### config.mk
export PLATFORM = sky130hd
export DESIGN_NAME = e2f_rot
export DESIGN_NICKNAME = d
export VERILOG_FILES = /design/src/rtl/assert_macros.svh /design/src/rtl/e2f_pkg.sv /design/src/rtl/e2f_rot.sv
export SDC_FILE = /design/constraint.sdc
export NUM_CORES = 2
export LEC_CHECK = 0
export BUFFER_PORTS_ARGS = -buffer_cell sky130_fd_sc_hd__buf_2
export CAP_MARGIN = 30
export CORE_MARGIN = 2
export CORE_UTILIZATION = 40
export DETAILED_ROUTE_END_ITERATION = 12
export GPL_ROUTABILITY_DRIVEN = 0
export SLEW_MARGIN = 20
export SYNTH_ARGS = -nofsm -noshare
export SYNTH_HDL_FRONTEND = slang
export SYNTH_SLANG_ARGS = --single-unit
### constraint.sdc
create_clock -name clk -period 9.3 [get_ports clk]
set_input_delay 0.93 -clock clk [delete_from_list [all_inputs] [get_ports clk]]
set_output_delay 0.93 -clock clk [all_outputs]
set_load 0.005 [all_outputs]
### src/rtl/assert_macros.svh
// Assertion macros used by the top-level RTL file of the map.
`ifndef ASSERT_MACROS_SVH
`define ASSERT_MACROS_SVH

// Clocked property, disabled while reset is asserted.
`define E2F_ASSERT(lbl, clk, rstn, prop, msg) \
	lbl: assert property (@(posedge clk) disable iff (!rstn) prop) else $error(msg);

// Condition that must never be seen at a clock edge.
`define E2F_ASSERT_NEVER(lbl, clk, rstn, cond, msg) \
	`E2F_ASSERT(lbl, clk, rstn, !(cond), msg)

`endif

### src/rtl/e2f_pkg.sv
// Shared constants, types and CORDIC angle table of the equirect-to-fisheye map.
package e2f_pkg;

	localparam int PIX_FRAC     = 16;
	localparam int VEC_FRAC     = 20;
	localparam int CORDIC_STEPS = 16;
	localparam int ANG_W        = 27;
	localparam int AQ_W         = 25;
	localparam int VW           = 24;
	localparam int XW           = 32;
	localparam int TH2_W        = 24;
	localparam int RQ_W         = 29;
	localparam int DIM_W        = 13;
	localparam int FOV_W        = 9;
	localparam int R2_W         = 14;
	localparam int CFG_IDX_W    = 3;
	localparam int CFG_DATA_W   = 14;

	localparam int INV_GAIN     = 636751;
	localparam int THETA_SCALE  = 180 * 65536;
	localparam int PHI_SCALE    = 360 * 65536;

	typedef logic signed [ANG_W-1:0] ang_t;

	localparam ang_t DEG90  = ang_t'(90 * 65536);
	localparam ang_t DEG180 = ang_t'(180 * 65536);
	localparam ang_t TURN   = ang_t'(360 * 65536);

	localparam logic [CFG_IDX_W-1:0] CFG_SRC_WIDTH  = 3'd0;
	localparam logic [CFG_IDX_W-1:0] CFG_SRC_HEIGHT = 3'd1;
	localparam logic [CFG_IDX_W-1:0] CFG_TGT_WIDTH  = 3'd2;
	localparam logic [CFG_IDX_W-1:0] CFG_TGT_HEIGHT = 3'd3;
	localparam logic [CFG_IDX_W-1:0] CFG_FOV_DEG    = 3'd4;
	localparam logic [CFG_IDX_W-1:0] CFG_RADIUS_X2  = 3'd5;

	localparam logic [DIM_W-1:0] RST_SRC_WIDTH  = 13'd1920;
	localparam logic [DIM_W-1:0] RST_SRC_HEIGHT = 13'd1080;
	localparam logic [DIM_W-1:0] RST_TGT_WIDTH  = 13'd960;
	localparam logic [DIM_W-1:0] RST_TGT_HEIGHT = 13'd1080;
	localparam logic [FOV_W-1:0] RST_FOV_DEG    = 9'd180;
	localparam logic [R2_W-1:0]  RST_RADIUS_X2  = 14'd1080;

	function automatic ang_t atan_q16(input int k);
		ang_t a;
		case (k)
			0:       a = ang_t'(2949120);
			1:       a = ang_t'(1740967);
			2:       a = ang_t'(919879);
			3:       a = ang_t'(466945);
			4:       a = ang_t'(234379);
			5:       a = ang_t'(117304);
			6:       a = ang_t'(58666);
			7:       a = ang_t'(29335);
			8:       a = ang_t'(14668);
			9:       a = ang_t'(7334);
			10:      a = ang_t'(3667);
			11:      a = ang_t'(1833);
			12:      a = ang_t'(917);
			13:      a = ang_t'(458);
			14:      a = ang_t'(229);
			15:      a = ang_t'(115);
			default: a = '0;
		endcase
		return a;
	endfunction

endpackage

### src/rtl/e2f_rot.sv
// Pipelined CORDIC rotation: angle wrap and fold stage, then sixteen micro-rotations.
module e2f_rot #(
	parameter int W     = 24,
	parameter int PAY_W = 1
) (
	input  logic                 clk,
	input  logic                 arst_n,
	input  logic                 adv,
	input  logic                 in_valid,
	input  logic signed [W-1:0]  x_in,
	input  logic signed [W-1:0]  y_in,
	input  e2f_pkg::ang_t        z_in,
	input  logic [PAY_W-1:0]     in_pay,
	output logic                 out_valid,
	output logic signed [W-1:0]  x_out,
	output logic signed [W-1:0]  y_out,
	output logic [PAY_W-1:0]     out_pay
);

	import e2f_pkg::*;

	localparam int N = CORDIC_STEPS + 1;

	logic                val_s [N];
	logic signed [W-1:0] x_s   [N];
	logic signed [W-1:0] y_s   [N];
	ang_t                z_s   [N];
	logic [PAY_W-1:0]    pay_s [N];

	ang_t zw;
	ang_t zf;
	logic neg;

	always_comb begin
		zw = z_in;
		if (zw > DEG180) zw = zw - TURN;
		if (zw <= -DEG180) zw = zw + TURN;
		zf  = zw;
		neg = 1'b0;
		if (zw > DEG90) begin
			zf  = zw - DEG180;
			neg = 1'b1;
		end else if (zw < -DEG90) begin
			zf  = zw + DEG180;
			neg = 1'b1;
		end
	end

	always_ff @(posedge clk or negedge arst_n) begin
		if (!arst_n) begin
			val_s[0] <= 1'b0;
		end else if (adv) begin
			val_s[0] <= in_valid;
		end
	end

	always_ff @(posedge clk) begin
		if (adv) begin
			x_s[0]   <= neg ? -x_in : x_in;
			y_s[0]   <= neg ? -y_in : y_in;
			z_s[0]   <= zf;
			pay_s[0] <= in_pay;
		end
	end

	for (genvar k = 0; k < CORDIC_STEPS; k++) begin : g_step
		always_ff @(posedge clk or negedge arst_n) begin
			if (!arst_n) begin
				val_s[k+1] <= 1'b0;
			end else if (adv) begin
				val_s[k+1] <= val_s[k];
			end
		end

		always_ff @(posedge clk) begin
			if (adv) begin
				if (z_s[k] >= 0) begin
					x_s[k+1] <= x_s[k] - (y_s[k] >>> k);
					y_s[k+1] <= y_s[k] + (x_s[k] >>> k);
					z_s[k+1] <= z_s[k] - atan_q16(k);
				end else begin
					x_s[k+1] <= x_s[k] + (y_s[k] >>> k);
					y_s[k+1] <= y_s[k] - (x_s[k] >>> k);
					z_s[k+1] <= z_s[k] + atan_q16(k);
				end
				pay_s[k+1] <= pay_s[k];
			end
		end
	end

	assign out_valid = val_s[N-1];
	assign x_out     = x_s[N-1];
	assign y_out     = y_s[N-1];
	assign out_pay   = pay_s[N-1];

endmodule

==> impl_metrics.tcl <==
set metrics [dict create \
    die_area_sq_um 252000 \
    ys_warn_count 0 \
    hold_violations 0 \
    antenna_found_initial 1 \
    final_net_count 11500 \
    numCtsBuffers 150 \
    path_class "input port to flop" \
    hp-class "input port to flop" \
    cap_violations 0 \
    first_pass_iters 9 \
    drc 0 \
    yosys_register_bits 1255 \
    start_util 0.403 \
    syn2layout_area_growth_pct 9.92 \
    synth_cells 10000 \
    synth_edf_count 1238 \
    hpwl_um 180000 \
    worst_slew_margin_rel 0.335 \
    track_usage 0.178 \
    worstPathMaxFanout 66 \
    syn_area_sq_um 99200 \
    drtIter0Drc 5149 \
    crit_required_ns 9.85 \
    seq_area_frac_synth 0.379 \
    final_antenna_net_count 0 \
    cp-end-kind "flop" \
    cts_resized 0 \
    ys_top_cells_by_area "edfxtp_1, ha_1, xnor2_1" \
    synth.net_count 11300 \
    period_share 0.621 \
    die_x_um 502 \
    overflow 0 \
    max_clock_freq_mhz 173 \
    rows 182 \
    wire_per_inst_um 16.8 \
    num-fill-cells 23200 \
    critPathArrivalTime_ns 6.32 \
    synth_area_leader_cell "edfxtp_1" \
    grt_max_degree 153 \
    cts_hold_buf 1 \
    core_sq_um 246000 \
    maxSlewViolCount 0 \
    finalSetupTns_ns 0 \
    setup_viol 0 \
    cts.path.max_buffers 3 \
    cts_tree "built" \
    drive_gt1_frac 0.0584 \
    clk-insertion-delay-late_ns 0.82 \
    avgSynthCellArea_sq_um 9.89 \
    layout_commonest_cell "edfxtp_1" \
    grt_setup_unrepaired "false" \
    clock-root-buffer "clkbuf_16" \
    via_count 74500 \
    synth_top_area_share 0.375 \
    period_needed_ns 5.77 \
    ys_async_sr_fraction 0.0135 \
    h-tree-depth 4 \
    worstMarginPinSlew_ns 0.988 \
    postRouteWirelength_um 230000 \
    grt_pass1_vias 72300 \
    via_per_inst 5.46 \
    die_h_um 502 \
    ys.flop_type "edfxtp_1" \
    final_cell_mix "edfxtp_1, ha_1, xnor2_1" \
    synthDistinctLibCells 97 \
    portBuffers 129 \
    grt_pass1_wl_um 372000 \
    startpoint_type "input port" \
    fin_worst_skew_ns 0.0449 \
    cts.sinks 1255 \
    cts_setup_buffers 0 \
    path_clk_slew_ns 0.06 \
    status "finished, final reports clean" \
    top_level_ports 130 \
]
## Yosys cell counts, types with 136 or more instances
cell,instances
edfxtp_1,1238
ha_1,1151
xnor2_1,1021
a21oi_1,888
nor2_1,884
nand2_1,567
inv_1,441
o21ai_0,437
nor3_1,419
xor2_1,401
a21o_1,213
nand3_1,211
o21a_1,172
or3_1,151
nand2b_1,136
## layout make-up
| type | instances | area (sq um) | area share |
|---|---|---|---|
| repair buffers | 187 | 1230 | 0.0113 |
| flip-flops and latches | 1255 | 37600 | 0.345 |
| inverters | 449 | 1690 | 0.0155 |
| clock inverters | 101 | 1210 | 0.0111 |
| diodes | 1 | 2.50 | 0.0000229 |
| multi-input cells | 8167 | 59300 | 0.544 |
| well taps | 3312 | 4140 | 0.0380 |
| clock buffers | 175 | 3910 | 0.0359 |
## state kept, by name (all words and copies together) (netlist names)
signal,cells
x_s,408
y_s,407
z_s,406
pay_s,17
val_s,16
out_valid,1
## worst paths after layout
kind | cells past startpoint | slack (ns) | to | from
worst max-delay path | 20 | 3.53 | x_s[11][23] | adv
worst min-delay path | 1 | 0.30 | pay_s[0] | in_pay
worst max register to register | 16 | 4.10 | y_s[16][23] | x_s[15][19]
worst min register to register | 0 | 0.41 | z_s[1][1] | z_s[0][1]
max in group asynchronous | 2 | 8.44 | val_s[4] | arst_n
min in group asynchronous | 2 | 0.59 | out_valid | arst_n
## stage by stage
stage	hold slack (ns)	setup slack (ns)	std cells	utilization	cell area, sq um
5_1_grt	0.247	3.13	13600	0.443	109000
3_3_place_gp	0.402	2.86	13400	0.421	104000
3_5_place_dp	0.405	2.76	13400	0.422	104000
4_1_cts	0.229	3.64	13600	0.442	109000
6_report	0.305	3.53	13600	0.443	109000
2_1_floorplan	0.400	3.72	10000	-	99200
## logic make-up after synthesis
group / synth area share
AO/OA/AOI/OAI: 0.164
flip-flops: 0.379
AND/OR/NAND/NOR: 0.139
adder cells (fa/ha/maj): 0.155
XOR/XNOR: 0.127
buffers and inverters: 0.0238
multiplexers: 0.0132
## layer usage
| layer | global-route usage | part of all wire |
|---|---|---|
| met1 | 0.232 | 0.46 |
| met2 | 0.304 | 0.47 |
| met3 | 0.0243 | 0.043 |
| met4 | 0.0576 | 0.031 |
| met5 | 0 | 0 |
## worst max-delay path, stage by stage
cell and delay [ns]:
buf_12 0.19, buf_4 0.67, nand2_1 0.10, buf_4 0.27
inv_1 0.27, buf_4 0.40, nor2_1 0.09, xor2_1 0.15
ha_1 0.33, a21oi_1 0.22, o21bai_1 0.10, a21oi_1 0.25
nor2b_1 0.10, o41ai_1 0.62, o21ai_0 0.45, a41oi_1 0.39
a21oi_1 0.10, a21oi_1 0.22, o21ai_0 0.14, xnor2_1 0.14
Power is not shown: default switching activity piles up to over one toggle a cycle in this logic, so the estimate is an artifact.
