===== src/rtl/assert_macros.svh =====
// Assertion macros used by the top-level RTL file of the map.
`ifndef ASSERT_MACROS_SVH
`define ASSERT_MACROS_SVH

// Clocked property, disabled while reset is asserted.
`define E2F_ASSERT(lbl, clk, rstn, prop, msg) \
	lbl: assert property (@(posedge clk) disable iff (!rstn) prop) else $error(msg);

// Condition that must never be seen at a clock edge.
`define E2F_ASSERT_NEVER(lbl, clk, rstn, cond, msg) \
	`E2F_ASSERT(lbl, clk, rstn, !(cond), msg)

`endif


===== src/rtl/e2f_pkg.sv =====
// Shared constants, types and CORDIC angle table of the equirect-to-fisheye map.
package e2f_pkg;

	localparam int PIX_FRAC     = 16;
	localparam int VEC_FRAC     = 20;
	localparam int CORDIC_STEPS = 16;
	localparam int ANG_W        = 27;
	localparam int AQ_W         = 25;
	localparam int VW           = 24;
	localparam int XW           = 32;
	localparam int TH2_W        = 24;
	localparam int RQ_W         = 29;
	localparam int DIM_W        = 13;
	localparam int FOV_W        = 9;
	localparam int R2_W         = 14;
	localparam int CFG_IDX_W    = 3;
	localparam int CFG_DATA_W   = 14;

	localparam int INV_GAIN     = 636751;
	localparam int THETA_SCALE  = 180 * 65536;
	localparam int PHI_SCALE    = 360 * 65536;

	typedef logic signed [ANG_W-1:0] ang_t;

	localparam ang_t DEG90  = ang_t'(90 * 65536);
	localparam ang_t DEG180 = ang_t'(180 * 65536);
	localparam ang_t TURN   = ang_t'(360 * 65536);

	localparam logic [CFG_IDX_W-1:0] CFG_SRC_WIDTH  = 3'd0;
	localparam logic [CFG_IDX_W-1:0] CFG_SRC_HEIGHT = 3'd1;
	localparam logic [CFG_IDX_W-1:0] CFG_TGT_WIDTH  = 3'd2;
	localparam logic [CFG_IDX_W-1:0] CFG_TGT_HEIGHT = 3'd3;
	localparam logic [CFG_IDX_W-1:0] CFG_FOV_DEG    = 3'd4;
	localparam logic [CFG_IDX_W-1:0] CFG_RADIUS_X2  = 3'd5;

	localparam logic [DIM_W-1:0] RST_SRC_WIDTH  = 13'd1920;
	localparam logic [DIM_W-1:0] RST_SRC_HEIGHT = 13'd1080;
	localparam logic [DIM_W-1:0] RST_TGT_WIDTH  = 13'd960;
	localparam logic [DIM_W-1:0] RST_TGT_HEIGHT = 13'd1080;
	localparam logic [FOV_W-1:0] RST_FOV_DEG    = 9'd180;
	localparam logic [R2_W-1:0]  RST_RADIUS_X2  = 14'd1080;

	function automatic ang_t atan_q16(input int k);
		ang_t a;
		case (k)
			0:       a = ang_t'(2949120);
			1:       a = ang_t'(1740967);
			2:       a = ang_t'(919879);
			3:       a = ang_t'(466945);
			4:       a = ang_t'(234379);
			5:       a = ang_t'(117304);
			6:       a = ang_t'(58666);
			7:       a = ang_t'(29335);
			8:       a = ang_t'(14668);
			9:       a = ang_t'(7334);
			10:      a = ang_t'(3667);
			11:      a = ang_t'(1833);
			12:      a = ang_t'(917);
			13:      a = ang_t'(458);
			14:      a = ang_t'(229);
			15:      a = ang_t'(115);
			default: a = '0;
		endcase
		return a;
	endfunction

endpackage


===== src/rtl/e2f_vec.sv =====
// Pipelined CORDIC vectoring: half-plane stage, then sixteen steps giving angle and magnitude.
module e2f_vec #(
	parameter int W     = 24,
	parameter int PAY_W = 1
) (
	input  logic                 clk,
	input  logic                 arst_n,
	input  logic                 adv,
	input  logic                 in_valid,
	input  logic signed [W-1:0]  x_in,
	input  logic signed [W-1:0]  y_in,
	input  logic [PAY_W-1:0]     in_pay,
	output logic                 out_valid,
	output e2f_pkg::ang_t        ang,
	output logic signed [W-1:0]  mag,
	output logic [PAY_W-1:0]     out_pay
);

	import e2f_pkg::*;

	localparam int N = CORDIC_STEPS + 1;

	logic                val_s  [N];
	logic                zero_s [N];
	logic signed [W-1:0] x_s    [N];
	logic signed [W-1:0] y_s    [N];
	ang_t                z_s    [N];
	logic [PAY_W-1:0]    pay_s  [N];

	always_ff @(posedge clk or negedge arst_n) begin
		if (!arst_n) begin
			val_s[0] <= 1'b0;
		end else if (adv) begin
			val_s[0] <= in_valid;
		end
	end

	always_ff @(posedge clk) begin
		if (adv) begin
			zero_s[0] <= (x_in == '0) && (y_in == '0);
			if (x_in < 0) begin
				x_s[0] <= -x_in;
				y_s[0] <= -y_in;
				z_s[0] <= (y_in >= 0) ? DEG180 : -DEG180;
			end else begin
				x_s[0] <= x_in;
				y_s[0] <= y_in;
				z_s[0] <= '0;
			end
			pay_s[0] <= in_pay;
		end
	end

	for (genvar k = 0; k < CORDIC_STEPS; k++) begin : g_step
		always_ff @(posedge clk or negedge arst_n) begin
			if (!arst_n) begin
				val_s[k+1] <= 1'b0;
			end else if (adv) begin
				val_s[k+1] <= val_s[k];
			end
		end

		always_ff @(posedge clk) begin
			if (adv) begin
				if (y_s[k] >= 0) begin
					x_s[k+1] <= x_s[k] + (y_s[k] >>> k);
					y_s[k+1] <= y_s[k] - (x_s[k] >>> k);
					z_s[k+1] <= z_s[k] + atan_q16(k);
				end else begin
					x_s[k+1] <= x_s[k] - (y_s[k] >>> k);
					y_s[k+1] <= y_s[k] + (x_s[k] >>> k);
					z_s[k+1] <= z_s[k] - atan_q16(k);
				end
				zero_s[k+1] <= zero_s[k];
				pay_s[k+1]  <= pay_s[k];
			end
		end
	end

	assign out_valid = val_s[N-1];
	assign ang       = zero_s[N-1] ? '0 : z_s[N-1];
	assign mag       = zero_s[N-1] ? '0 : x_s[N-1];
	assign out_pay   = pay_s[N-1];

endmodule


===== config.mk =====
export PLATFORM = sky130hd
export DESIGN_NAME = e2f_vec
export DESIGN_NICKNAME = d
export VERILOG_FILES = /design/src/rtl/assert_macros.svh /design/src/rtl/e2f_pkg.sv /design/src/rtl/e2f_vec.sv
export SDC_FILE = /design/constraint.sdc
export NUM_CORES = 2
export LEC_CHECK = 0
export ABC_CLOCK_PERIOD_IN_PS = 7000
export BUFFER_PORTS_ARGS = -buffer_cell sky130_fd_sc_hd__buf_2
export CORE_MARGIN = 3
export CORE_UTILIZATION = 62
export CTS_BUF_LIST = sky130_fd_sc_hd__clkbuf_4
export CTS_CLUSTER_DIAMETER = 120
export DETAILED_ROUTE_END_ITERATION = 6
export PLACE_DENSITY_LB_ADDON = 0.05
export SYNTH_ARGS = -nofsm -noshare
export SYNTH_HDL_FRONTEND = slang
export SYNTH_SLANG_ARGS = --single-unit

===== constraint.sdc =====
create_clock -name clk -period 7 [get_ports clk]
set_input_delay 0 -clock clk [delete_from_list [all_inputs] [get_ports clk]]
set_output_delay 0 -clock clk [all_outputs]
set_load 0.02 [all_outputs]

==> metrics.txt <==
Synthesized Nets=between 10000 and 15000; synth top area cells=edfxtp_1 (37%), ha_1 (11%), xnor2_1 (9.0%); sequential cell area=between 0.03 and 0.04 mm²; WL/cell=18.8 µm; critical path startpoint category=register; post-cts hold buffer count=roughly 160; synthesis warning total=0; post_cts resized=0; first-pass GRT wire length=~390000 µm; Rel. slew slack=between 10% and 20%; nets=about 11000; Top FF cell, synth=edfxtp_1; Commonest cells post-synth=edfxtp_1 (1199), xnor2_1 (998), ha_1 (878); Worst Path Max Fanout=39; Tmin final=between 5 and 6 ns; clk slew on worst S/H paths=0.08 ns; P&R area growth vs syn=8.31%; max_cap viols=0; synthesized area=roughly 0.097 mm²; grt total ovfl=0; 1st-iter DRT viols=6018; cell type with the largest total area after synthesis=edfxtp_1; initial antenna violation count=7; FF+latch count, synth=1216; htree depth=5; Place WS=between 1.5 and 2 ns; PortBufs=104; Skew-Pair Late Insertion Delay=roughly 1.3 ns; Die Footprint=0.161 mm²; final worst slack=1.38 ns; GP Congestion=between 0.9 and 1; Distinct cells, synth=roughly 110; Post-DP HPWL=176000 µm; clk sinks=roughly 1200; crit path DAT=between 6 and 7 ns; TritonCTS Buffers=344; vias in the first global route=~75000; final setup vio count=0; total negative slack=0 ns; RSZ-0062 raised after global routing=no; Multi-input gate area=around 0.057 mm²; Avg Cell Area, Syn=approximately 9.6 µm²; final wirelength=between 200000 and 250000 µm; outcome=finished clean; effective utilization at floorplan=62.6%; crit path kind=register to register; cells after synthesis=roughly 10000; crit path capture type=register; TritonRoute pass-1 iters=7; number of I/O pins=approximately 110; sequential area share after synthesis=37.7%; root buffer cell=clkbuf_4; via/cell ratio=between 6 and 7; post-route ant nets=0; FILL cells=between 10000 and 15000; most frequent cell after synthesis=edfxtp_1; core area=0.154 mm²; die height=~400 µm; Remaining DRCs=0; slew at the pin closest to its max-slew limit=about 1.3 ns; Max Freq=~180 MHz; Req. time, crit path=roughly 8.0 ns; Worst Skew=between 0.1 and 0.15 ns; Tcrit/Tclk final=between 80% and 90%; GRT Total Usage=about 29%; Post-synth EDFFs=approximately 1200; vias=about 78000; Die X=around 400 µm; CTS tree=yes; largest net degree at the start of global routing=around 170; Max Root-Sink Buffers=4; Post-synth ARST share=under 10%; Hold Path Class=input port to register; Core Rows=between 100 and 150; Fin. Hold Viols=0; Post-CTS Setup Repair Bufs=0; Slew Limit Fails=0; share of cells above drive strength 1=between 7 and 8%; post-synth top area share=between 30% and 40%
## worst paths after layout
| kind | start | endpoint | slack (ns) | depth (start not counted) |
|---|---|---|---|---|
| worst max-delay path | y_s[1][20] | x_s[2][22] | 1.38 | 18 |
| worst min-delay path | x_in[1] | x_s[0][1] | 0.24 | 5 |
| worst max register to register | y_s[1][20] | x_s[2][22] | 1.38 | 18 |
| worst min register to register | z_s[8][1] | z_s[9][1] | 0.36 | 0 |
| max in group asynchronous | arst_n | val_s[16] | 6.10 | 4 |
| min in group asynchronous | arst_n | val_s[2] | 0.43 | 4 |
## layout by cell type (no fill, tap or decap), types with 24 or more instances in the layout
master	Yosys	routed
a211o_1	33	33
a211oi_1	66	66
a21o_1	261	261
a21oi_1	853	853
a31oi_1	98	98
and2_1	58	56
and3_1	106	106
buf_2	14	103
buf_4	2	46
clkbuf_4	0	464
clkinv_1	1	94
dlygate4sd3_1	0	157
edfxtp_1	1199	1199
fa_1	36	36
ha_1	878	878
inv_1	417	417
mux2_2	39	39
mux2i_1	92	92
nand2_1	644	643
nand2b_1	134	134
nand3_1	190	190
nand3b_1	24	24
nand4_1	75	75
nor2_1	834	833
nor2b_1	148	148
nor3_1	285	285
nor4_1	106	106
o211ai_1	50	50
o21a_1	158	158
o21ai_0	458	458
o21ai_1	112	112
o21bai_1	92	92
o22ai_1	39	39
o31ai_1	137	137
o41ai_1	68	68
or2_2	38	38
or3_1	87	87
or4_1	51	51
xnor2_1	998	998
xor2_1	482	482
## cell families after synthesis
kind of cell / share of synthesized area (%)
AO/OA/AOI/OAI: 17.9
adder cells (fa/ha/maj): 12.2
XOR/XNOR: 13.4
flip-flops: 37.7
buffers and inverters: 3.01
AND/OR/NAND/NOR: 14.3
other: 0.00388
multiplexers: 1.41
## registers in the layout (all words and copies together) (netlist names)
signal     cells
out_valid      1
pay_s         17
val_s         16
x_s          408
y_s          368
z_s          389
zero_s        17
## worst max-delay path, cell delays in order, from the launching register on
cell and delay, ns:
edfxtp_1 0.48, or4_1 0.59, or3b_1 0.41, nor3_2 0.20
nor2_1 0.11, nand2_4 0.08, buf_4 0.38, a21oi_1 0.18
fa_1 0.46, a21oi_1 0.21, o21ai_1 0.12, a2111oi_0 0.39
nor2_1 0.18, a22o_1 0.33, a311oi_1 0.40, nor3_1 0.13
or3_1 0.36, a21oi_1 0.19, xnor2_1 0.09
## metal layers
layer | global-route usage [%] | up-vias | wire (µm)
met5 | 0 | - | 13
met4 | 10.1 | 2 | 7400
met3 | 3.89 | 529 | 12100
met2 | 49.3 | 2238 | 115000
met1 | 38.3 | 36931 | 104000
li1 | - | 38014 | -
## per-stage QoR
| stage | cell area, µm² | std cells | hold slack [ns] | util, % |
|---|---|---|---|---|
| global route | 105000 | 12718 | 0.153 | 67.8 |
| detailed placement | 98800 | 11960 | -0.0639 | 64.0 |
| CTS | 105000 | 12707 | 0.0155 | 67.7 |
| floorplan | 96600 | 10094 | -0.296 | - |
| finish | 105000 | 12718 | 0.239 | 67.8 |
| global placement | 98800 | 11960 | -0.0762 | 64.0 |
## cell type report
cell class / count / area share, %
multi-input combinational: 8111 / 54.7
sequential: 1216 / 34.8
timing repair buffer: 311 / 2.43
clock inverter: 125 / 0.651
clock buffer: 464 / 3.33
antenna: 11 / 0.0263
inverter: 436 / 1.56
tap: 2044 / 2.44
Power is not shown: default switching activity piles up to over one toggle a cycle in this logic, so the estimate is an artifact.
